File: src/rtl/core/ctc_pkg.sv
// Package for the cruise throttle controller: item and state types,
// step sizes, bands and register reset values. No dependencies.
package ctc_pkg;

    localparam int VEL_W  = 11;
    localparam int THR_W  = 8;
    localparam int TGT_W  = 7;
    localparam int ENG_W  = 10;
    localparam int DLT_W  = 13;

    // register map (index = paddr / 4)
    localparam logic REG_ENGAGE_VELOCITY = 1'b0;
    localparam logic REG_THROTTLE_MAX    = 1'b1;

    localparam logic [ENG_W-1:0] ENGAGE_RESET = 10'd200;
    localparam logic [THR_W-1:0] TMAX_RESET   = 8'd80;

    localparam logic [THR_W-1:0] STEP_SMALL  = 8'd1;
    localparam logic [THR_W-1:0] STEP_PEDAL  = 8'd5;
    localparam logic [THR_W-1:0] STEP_LARGE  = 8'd10;

    localparam logic signed [DLT_W-1:0] BAND_HI  = 13'sd20;
    localparam logic signed [DLT_W-1:0] BAND_MID = 13'sd10;
    localparam logic signed [DLT_W-1:0] BAND_LO  = 13'sd4;

    // v / 10 as (v * 205) >> 11, exact for 0 <= v <= 1023
    localparam logic [7:0] DIV10_MUL   = 8'd205;
    localparam int         DIV10_SHIFT = 11;

    typedef struct packed {
        logic                    cruise_button;
        logic                    brake_pressed;
        logic                    gas_pressed;
        logic                    top_gear_switch;
        logic                    engine_switch;
        logic signed [VEL_W-1:0] velocity;
    } in_item_t;

    typedef struct packed {
        logic [TGT_W-1:0] target;
        logic             cruise;
        logic [THR_W-1:0] throttle;
    } ctl_state_t;

    typedef struct packed {
        logic [THR_W-1:0] throttle_max;
        logic [ENG_W-1:0] engage_velocity;
    } cfg_t;

endpackage

File: src/rtl/core/ctc_cfg_regs.sv
// APB register file for the cruise throttle controller.
// Depends on ctc_pkg for the register map and reset values.
module ctc_cfg_regs
    import ctc_pkg::*;
(
    input  logic        clk,
    input  logic        rst_n,
    input  logic        psel,
    input  logic        penable,
    input  logic        pwrite,
    input  logic [2:0]  paddr,
    input  logic [31:0] pwdata,
    output logic [31:0] prdata,
    output logic        pready,
    output cfg_t        cfg
);

    logic [ENG_W-1:0] engage_reg;
    logic [THR_W-1:0] tmax_reg;
    logic             wr_en;

    assign pready = 1'b1;
    assign wr_en  = psel && penable && pwrite;

    always_ff @(posedge clk or negedge rst_n)
    begin
        if (!rst_n)
        begin
            engage_reg <= ENGAGE_RESET;
            tmax_reg   <= TMAX_RESET;
        end
        else if (wr_en)
        begin
            case (paddr[2])
                REG_ENGAGE_VELOCITY: engage_reg <= pwdata[ENG_W-1:0];
                REG_THROTTLE_MAX:    tmax_reg   <= pwdata[THR_W-1:0];
                default: ;
            endcase
        end
    end

    always_comb
    begin
        case (paddr[2])
            REG_ENGAGE_VELOCITY: prdata = {{(32-ENG_W){1'b0}}, engage_reg};
            REG_THROTTLE_MAX:    prdata = {{(32-THR_W){1'b0}}, tmax_reg};
            default:             prdata = '0;
        endcase
    end

    assign cfg.engage_velocity = engage_reg;
    assign cfg.throttle_max    = tmax_reg;

endmodule

File: src/rtl/core/ctc_step.sv
// Next-state logic for one control period: pedals, engage/disengage and
// cruise trim. Pure combinational. Depends on ctc_pkg.
module ctc_step
    import ctc_pkg::*;
(
    input  in_item_t   item,
    input  ctl_state_t cur,
    input  cfg_t       cfg,
    output ctl_state_t nxt,
    output logic       engine_on
);

    function automatic logic [THR_W-1:0] rise(input logic [THR_W-1:0] t,
                                              input logic [THR_W-1:0] step,
                                              input logic [THR_W-1:0] tmax);
        logic [THR_W:0] s;
        s = {1'b0, t} + {1'b0, step};
        return (s > {1'b0, tmax}) ? tmax : s[THR_W-1:0];
    endfunction

    function automatic logic [THR_W-1:0] fall(input logic [THR_W-1:0] t,
                                              input logic [THR_W-1:0] step);
        return (t <= step) ? '0 : t - step;
    endfunction

    logic                    vel_zero;
    logic                    engage_ok;
    logic [17:0]             div_prod;
    logic [TGT_W-1:0]        vel_div10;
    logic [THR_W-1:0]        thr_a;
    logic [THR_W-1:0]        thr_b;
    logic                    cru_c;
    logic [TGT_W-1:0]        tgt_c;
    logic                    cru_d;
    logic [TGT_W-1:0]        tgt_d;
    logic [DLT_W-1:0]        tgt_x10;
    logic signed [DLT_W-1:0] delta;
    logic [THR_W-1:0]        thr_e;

    assign vel_zero  = (item.velocity == '0);
    assign engine_on = item.engine_switch || !vel_zero;
    assign engage_ok = ($signed({item.velocity[VEL_W-1], item.velocity})
                        >= $signed({2'b00, cfg.engage_velocity}));
    assign div_prod  = item.velocity[9:0] * DIV10_MUL;
    assign vel_div10 = div_prod[DIV10_SHIFT +: TGT_W];

    always_comb
    begin
        thr_a = item.gas_pressed ? rise(cur.throttle, STEP_PEDAL, cfg.throttle_max)
                                 : cur.throttle;
        if (item.brake_pressed)
            thr_b = vel_zero ? '0 : fall(thr_a, STEP_PEDAL);
        else
            thr_b = thr_a;

        cru_c = cur.cruise;
        tgt_c = cur.target;
        if (engage_ok && item.cruise_button)
        begin
            if (!cur.cruise)
                tgt_c = vel_div10;
            cru_c = 1'b1;
        end

        if (item.gas_pressed || item.brake_pressed || !item.top_gear_switch)
        begin
            cru_d = 1'b0;
            tgt_d = '0;
        end
        else
        begin
            cru_d = cru_c;
            tgt_d = tgt_c;
        end
    end

    assign tgt_x10 = {3'b000, tgt_d, 3'b000} + {5'b00000, tgt_d, 1'b0};
    assign delta   = $signed({{(DLT_W-VEL_W){item.velocity[VEL_W-1]}}, item.velocity})
                     - $signed(tgt_x10);

    always_comb
    begin
        thr_e = thr_b;
        if (cru_d)
        begin
            if (delta >= BAND_HI)
                thr_e = fall(thr_b, STEP_LARGE);
            else if (delta >= BAND_MID)
                thr_e = fall(thr_b, STEP_PEDAL);
            else if (delta >= BAND_LO)
                thr_e = fall(thr_b, STEP_SMALL);
            else if (delta <= -BAND_HI)
                thr_e = rise(thr_b, STEP_LARGE, cfg.throttle_max);
            else if (delta <= -BAND_MID)
                thr_e = rise(thr_b, STEP_PEDAL, cfg.throttle_max);
            else if (delta <= -BAND_LO)
                thr_e = rise(thr_b, STEP_SMALL, cfg.throttle_max);
        end
    end

    // engine off: everything holds
    always_comb
    begin
        if (engine_on)
        begin
            nxt.throttle = thr_e;
            nxt.cruise   = cru_d;
            nxt.target   = tgt_d;
        end
        else
        begin
            nxt = cur;
        end
    end

endmodule

File: src/rtl/core/cruise_throttle_controller_core.sv
// Cruise throttle controller: one item per control period in, one result out.
// Stream input register, single-pass control step, stream output register.
//
// Usage:
//   s_* carries one control period per item: measured velocity and the
//   driver switches. m_* returns one result per item: throttle command,
//   cruise flag, latched target (whole m/s) and the engine-running flag.
//   The APB port sets the engage velocity (0x0) and throttle ceiling (0x4);
//   write only while no item is in flight.
// Timing:
//   An accepted item is held in the input register; the control
//   step then runs and loads the throttle/cruise/target state and the
//   output register at the same edge, so a result reaches m_tvalid
//   through the input and output registers. One item per cycle is
//   sustained while m_tready stays high: the state loop is one
//   register deep, so each item sees the state left by the previous one.
// Reset: state, valids and config registers return to their defaults (throttle 0,
//   cruise off, target 0, engage 200, ceiling 80).
// Stall: while m_tready is low the output holds its result; the input
//   register still takes one more item, then s_tready drops.
module cruise_throttle_controller_core
    import ctc_pkg::*;
(
    input  logic        clk,
    input  logic        rst_n,
    input  logic        s_tvalid,
    output logic        s_tready,
    // [10:0] velocity, [11] engine_switch, [12] top_gear_switch,
    // [13] gas_pressed, [14] brake_pressed, [15] cruise_button
    input  logic [15:0] s_tdata,
    output logic        m_tvalid,
    input  logic        m_tready,
    // [7:0] throttle_out, [8] cruise_on, [15:9] target_out,
    // [16] engine_on, [23:17] zero
    output logic [23:0] m_tdata,
    input  logic        psel,
    input  logic        penable,
    input  logic        pwrite,
    input  logic [2:0]  paddr,
    input  logic [31:0] pwdata,
    output logic [31:0] prdata,
    output logic        pready
);

    cfg_t       cfg;
    in_item_t   in_item_reg;
    logic       in_valid_reg;
    ctl_state_t state_reg;
    ctl_state_t state_next;
    logic       engine_next;
    logic       out_valid_reg;
    logic [23:0] out_data_reg;
    logic       fire;

    ctc_cfg_regs u_cfg (
        .clk     (clk),
        .rst_n   (rst_n),
        .psel    (psel),
        .penable (penable),
        .pwrite  (pwrite),
        .paddr   (paddr),
        .pwdata  (pwdata),
        .prdata  (prdata),
        .pready  (pready),
        .cfg     (cfg)
    );

    ctc_step u_step (
        .item      (in_item_reg),
        .cur       (state_reg),
        .cfg       (cfg),
        .nxt       (state_next),
        .engine_on (engine_next)
    );

    assign fire     = in_valid_reg && (!out_valid_reg || m_tready);
    assign s_tready = !in_valid_reg || fire;

    always_ff @(posedge clk or negedge rst_n)
    begin
        if (!rst_n)
        begin
            in_valid_reg  <= 1'b0;
            out_valid_reg <= 1'b0;
            state_reg     <= '0;
        end
        else
        begin
            if (s_tready)
                in_valid_reg <= s_tvalid;
            if (fire)
            begin
                state_reg     <= state_next;
                out_valid_reg <= 1'b1;
            end
            else if (m_tready)
            begin
                out_valid_reg <= 1'b0;
            end
        end
    end

    always_ff @(posedge clk)
    begin
        if (s_tready && s_tvalid)
            in_item_reg <= in_item_t'(s_tdata);
        if (fire)
            out_data_reg <= {7'b0, engine_next, state_next.target,
                             state_next.cruise, state_next.throttle};
    end

    assign m_tvalid = out_valid_reg;
    assign m_tdata  = out_data_reg;

endmodule
File: config.mk
export PLATFORM = sky130hd
export DESIGN_NAME = cruise_throttle_controller_core
export DESIGN_NICKNAME = d
export VERILOG_FILES = /design/src/rtl/core/ctc_pkg.sv /design/src/rtl/core/ctc_cfg_regs.sv /design/src/rtl/core/ctc_step.sv /design/src/rtl/core/cruise_throttle_controller_core.sv
export SDC_FILE = /design/constraint.sdc
export NUM_CORES = 1
export LEC_CHECK = 0
export BUFFER_PORTS_ARGS = -buffer_cell sky130_fd_sc_hd__buf_2
export CAP_MARGIN = 10
export CORE_UTILIZATION = 55
export DETAILED_ROUTE_END_ITERATION = 7
export PLACE_DENSITY = 0.78
export SYNTH_ARGS = -nofsm -noshare
export SYNTH_HDL_FRONTEND = slang
export SYNTH_SLANG_ARGS = --single-unit
File: constraint.sdc
create_clock -name clk -period 8.21 [get_ports clk]
set_input_delay 0.4105 -clock clk [delete_from_list [all_inputs] [get_ports clk]]
set_output_delay 0.4105 -clock clk [all_outputs]
set_load 0.01 [all_outputs]
==> summary.md <==
| Metric | Value |
|---|---|
| Status | finished, violations left |
| Failing checks | setup timing |
| Die Y-Extent | approximately 130 um |
| Critical Path Source | in_item_reg[2]$_DFFE_PP_ |
| Crit path DAT | 8970 ps |
| Htree depth | 3 |
| Initial core utilization | 0.5706 |
| Setup ws final | -569.6 ps |
| CTS Hold Bufs | 0 |
| CTS max path bufs | 2 |
| FILL cells | roughly 1.1k |
| DIE AREA | ~0.017 sq mm |
| Global route total overflow | 0 |
| Final Hold Fails | 0 |
| CTS tree | yes |
| Rows | 46 |
| Origin of the critical flop-to-flop path | in_item_reg[2]$_DFFE_PP_ |
| First-pass GRT wire length | just under 50 mm |
| Reg2reg setup slack | -570 ps |
| 1st-iter DRT viols | ~940 |
| RSZ-0062 raised after global routing | true |
| Gr busiest metal | met2 |
| Die X | ~130 um |
| Final nets | 1469 |
| Area of the mapped netlist | roughly 0.0092 sq mm |
| Count of cell types in the netlist | 90 |
| Vias per cell | between 6 and 7 |
| DRT Pass-1 Iters | 6 |
| Max Fclk | approximately 110 MHz |
| Min-Delay Path Class | in -> async |
| Ports | about 120 |
| Drt total wl | about 32 mm |
| Worst skew pair latency | roughly 340 ps |
| Setup violators final | 16 |
| Met2 Track Usage GR | 0.6108 |
| Combinational power share | 0.826 |
| Peak VDD IR | approximately 0.36 mV |
| Sequential cell area fraction in the yosys report | 0.2064 |
| Critical path's slowest cell | fa_1 |
| Vias | 9393 |
| Sequential power share | 0.093 |
| Cell taking the most area after synthesis | ha_1 |
| Worst path max stage delay | around 530 ps |
| Reg2Reg Depth | 42 |
| Tmin final | 8780 ps |
| Routability cong. | between 1 and 1.5 |
| FFs w/ async S/R, synth | 0.5217 |
| Syn_area_per_cell | around 8.5 sq um |
| Layout cells sized above 1 | 0.3184 |
| Largest register FFs | 17 |
| Crit path capture type | flip-flop |
| Main area contributors after synthesis | ha_1, edfxtp_1, dfrtp_1 |
| MaxCap Viol Count | 0 |
| Normalized max-slew margin | 0.3836 |
| Crit path to | m_tdata[5]$_DFFE_PP_ |
| Detail Route Antenna Nets | 0 |
| #FFs+latches synth | approximately 70 |
| I/O Buffers | between 60 and 70 |
| Routed length per instance | roughly 21 um |
| Utilization after layout | 0.7278 |
| Antenna violations before repair | 0 |
| Leakage | 5.289 nW |
| Largest net degree at the start of global routing | 37 |
| Setup WS pre-CTS | -743.4 ps |
| Vias in the first global route | 9171 |
| Root Driver | clkbuf_16 |
| Power Internal | between 0.002 and 0.003 W |
| RR Endpoint | m_tdata[5]$_DFFE_PP_ |
| Final HPWL DP | about 22 mm |
| Skew final | 6.494 ps |
| Grt met1 use | 0.4131 |
| Sw Pwr | 0.002883 W |
| Worst setup SP type | flip-flop |
| GR Util met3 | 0.05363 |
| Worst-path maximum fanout | 5 |
| Max-slew violations | 0 |
| Most used cell, CP | a21o_1 |
| Layout area overhead | 27.55% |
| Core area | between 0.015 and 0.02 sq mm |
| YS warnings | 0 |
| CTS Buf Count | 9 |
| Critical path type | reg -> reg |
| Synth Instances | 1079 |
| Switching share of total power | 0.5293 |
| Total GRT Usage | 0.3578 |
| Clock transition at path regs | around 60 ps |
| Worst EP required | 8400 ps |
| EDFF count, synth | 33 |
| Worst-margin pin slew | roughly 900 ps |
| PD cells | roughly 460 mW/mm^2 |
| Yosys top cell area share | 0.1674 |
| Sink Count | 69 |
| Final period util | 1.069 |
| Top FF cell, synth | edfxtp_1 |
| Drt drc | 0 |
| Antenna diodes | 0 |
| Clock power share | 0.081 |
-- worst min path at each step --
stage / start / end / slack, ps / cells after the start
floorplan: rst_n / in_valid_reg$_DFFE_PN0N_ / 110 / 0
global placement: in_valid_reg$_DFFE_PN0N_ / m_tvalid$_DFFE_PN0P_ / 480 / 1
detailed placement: u_cfg.engage_reg[9]$_DFFE_PN0P_ / u_cfg.engage_reg[9]$_DFFE_PN0P_ / 490 / 1
CTS: rst_n / u_cfg.engage_reg[4]$_DFFE_PN0P_ / 220 / 1
global route: s_tdata[14] / in_item_reg[14]$_DFFE_PP_ / 230 / 1
finish: rst_n / u_cfg.engage_reg[8]$_DFFE_PN0P_ / 200 / 1
-- routing by layer --
metal / routed length (um) / vias to the layer above
met2: 15390 / 481
met1: 11940 / 4510
li1: - / 4263
met3: 1968 / 139
met5: 0 / -
met4: 2273 / 0
-- through the flow --
stage / TNS (ps) / hold WS [ps] / instances / power (W) / instance area [sq um]
after global placement: -3561 / 476.5 / 1450 / 0.004466 / 10530
after floorplan: 0 / 114.9 / 1107 / 0.003354 / 9358
final: -6140 / 197.8 / 1491 / 0.005446 / 11730
after detailed placement: -8602 / 494.3 / 1450 / 0.004549 / 10530
after CTS: -999.7 / 223.6 / 1483 / 0.005144 / 11460
after global routing: -10370 / 228.2 / 1491 / 0.005788 / 11730
-- cell usage in the layout (no fill, tap or decap), drive strengths merged, types with 6 or more instances in the layout --
cell / Yosys / layout
or3: 7 / 7
a31oi: 18 / 18
mux2i: 26 / 26
o21ai: 65 / 65
mux2: 28 / 28
edfxtp: 33 / 33
a21o: 19 / 19
a31o: 7 / 7
a21oi: 52 / 52
fa: 18 / 18
nor2b: 11 / 11
dfrtp: 31 / 31
inv: 99 / 103
nor3: 31 / 31
xor2: 12 / 12
o21a: 26 / 26
conb: 2 / 30
ha: 123 / 123
o31ai: 12 / 12
o22ai: 6 / 6
nor2: 70 / 70
a221oi: 6 / 6
nand2: 94 / 94
nand3: 18 / 18
o211ai: 10 / 10
clkbuf: 27 / 9
xnor2: 33 / 33
nand2b: 10 / 10
nand4: 21 / 21
buf: 41 / 220
a211oi: 21 / 21
-- area by class of cell --
type,count,area [sq um],share of cell area
inverters,101,380.4,0.03243
well taps,216,270.3,0.02304
flip-flops and latches,69,1898,0.1618
clock buffers,9,225.2,0.01920
repair buffers,220,1534,0.1308
multi-input cells,869,7318,0.6240
clock inverters,7,102.6,0.008748
-- synthesized netlist by cell type (27+ instances only) --
cell / count
ha_1: 123
inv_1: 98
nand2_1: 94
nor2_1: 70
o21ai_0: 54
a21oi_1: 48
edfxtp_1: 33
xnor2_1: 33
buf_4: 31
dfrtp_1: 31
nor3_1: 29
clkbuf_1: 27
mux2_2: 27
-- power groups by stage --
stage                     Sequential (W)  Clock [W]  Combinational, W
after floorplan                 0.000503          0           0.00285
after detailed placement        0.000510          0           0.00404
after global placement          0.000506          0           0.00396
after global routing            0.000513   0.000459           0.00482
after CTS                       0.000504   0.000443           0.00420
final                           0.000507   0.000441           0.00450
-- logic make-up (layout without fill, tap and decap cells) --
family          after synthesis  in the layout  share of synthesized area
buf+inv                     169            337                    0.08518
compound gates              301            301                     0.2353
fa+ha+maj                   142            142                     0.2076
mux                          54             54                    0.06300
flops                        69             69                     0.2064
other cells                   2             30                  0.0008167
simple gates                297            297                     0.1588
xor+xnor                     45             45                    0.04286
-- worst max-delay path, delay by kind of cell, from the launching register on --
kind / cells / cell delay (ps)
DFF: 1 / 460
muxes: 2 / 190
and+or+nand+nor: 3 / 780
xor gates and xnor gates: 2 / 230
buffers and inverters: 8 / 950
adders and majority gates: 7 / 2320
AOI/OAI and AO/OA: 20 / 3680
-- timing repair --
item,in CTS,in global routing
pin swaps,66,51
setup buffers,19,8
resized for setup,88,45
setup endpoints to repair,16,16
No activity file was read; power rests on OpenSTA's default activity.
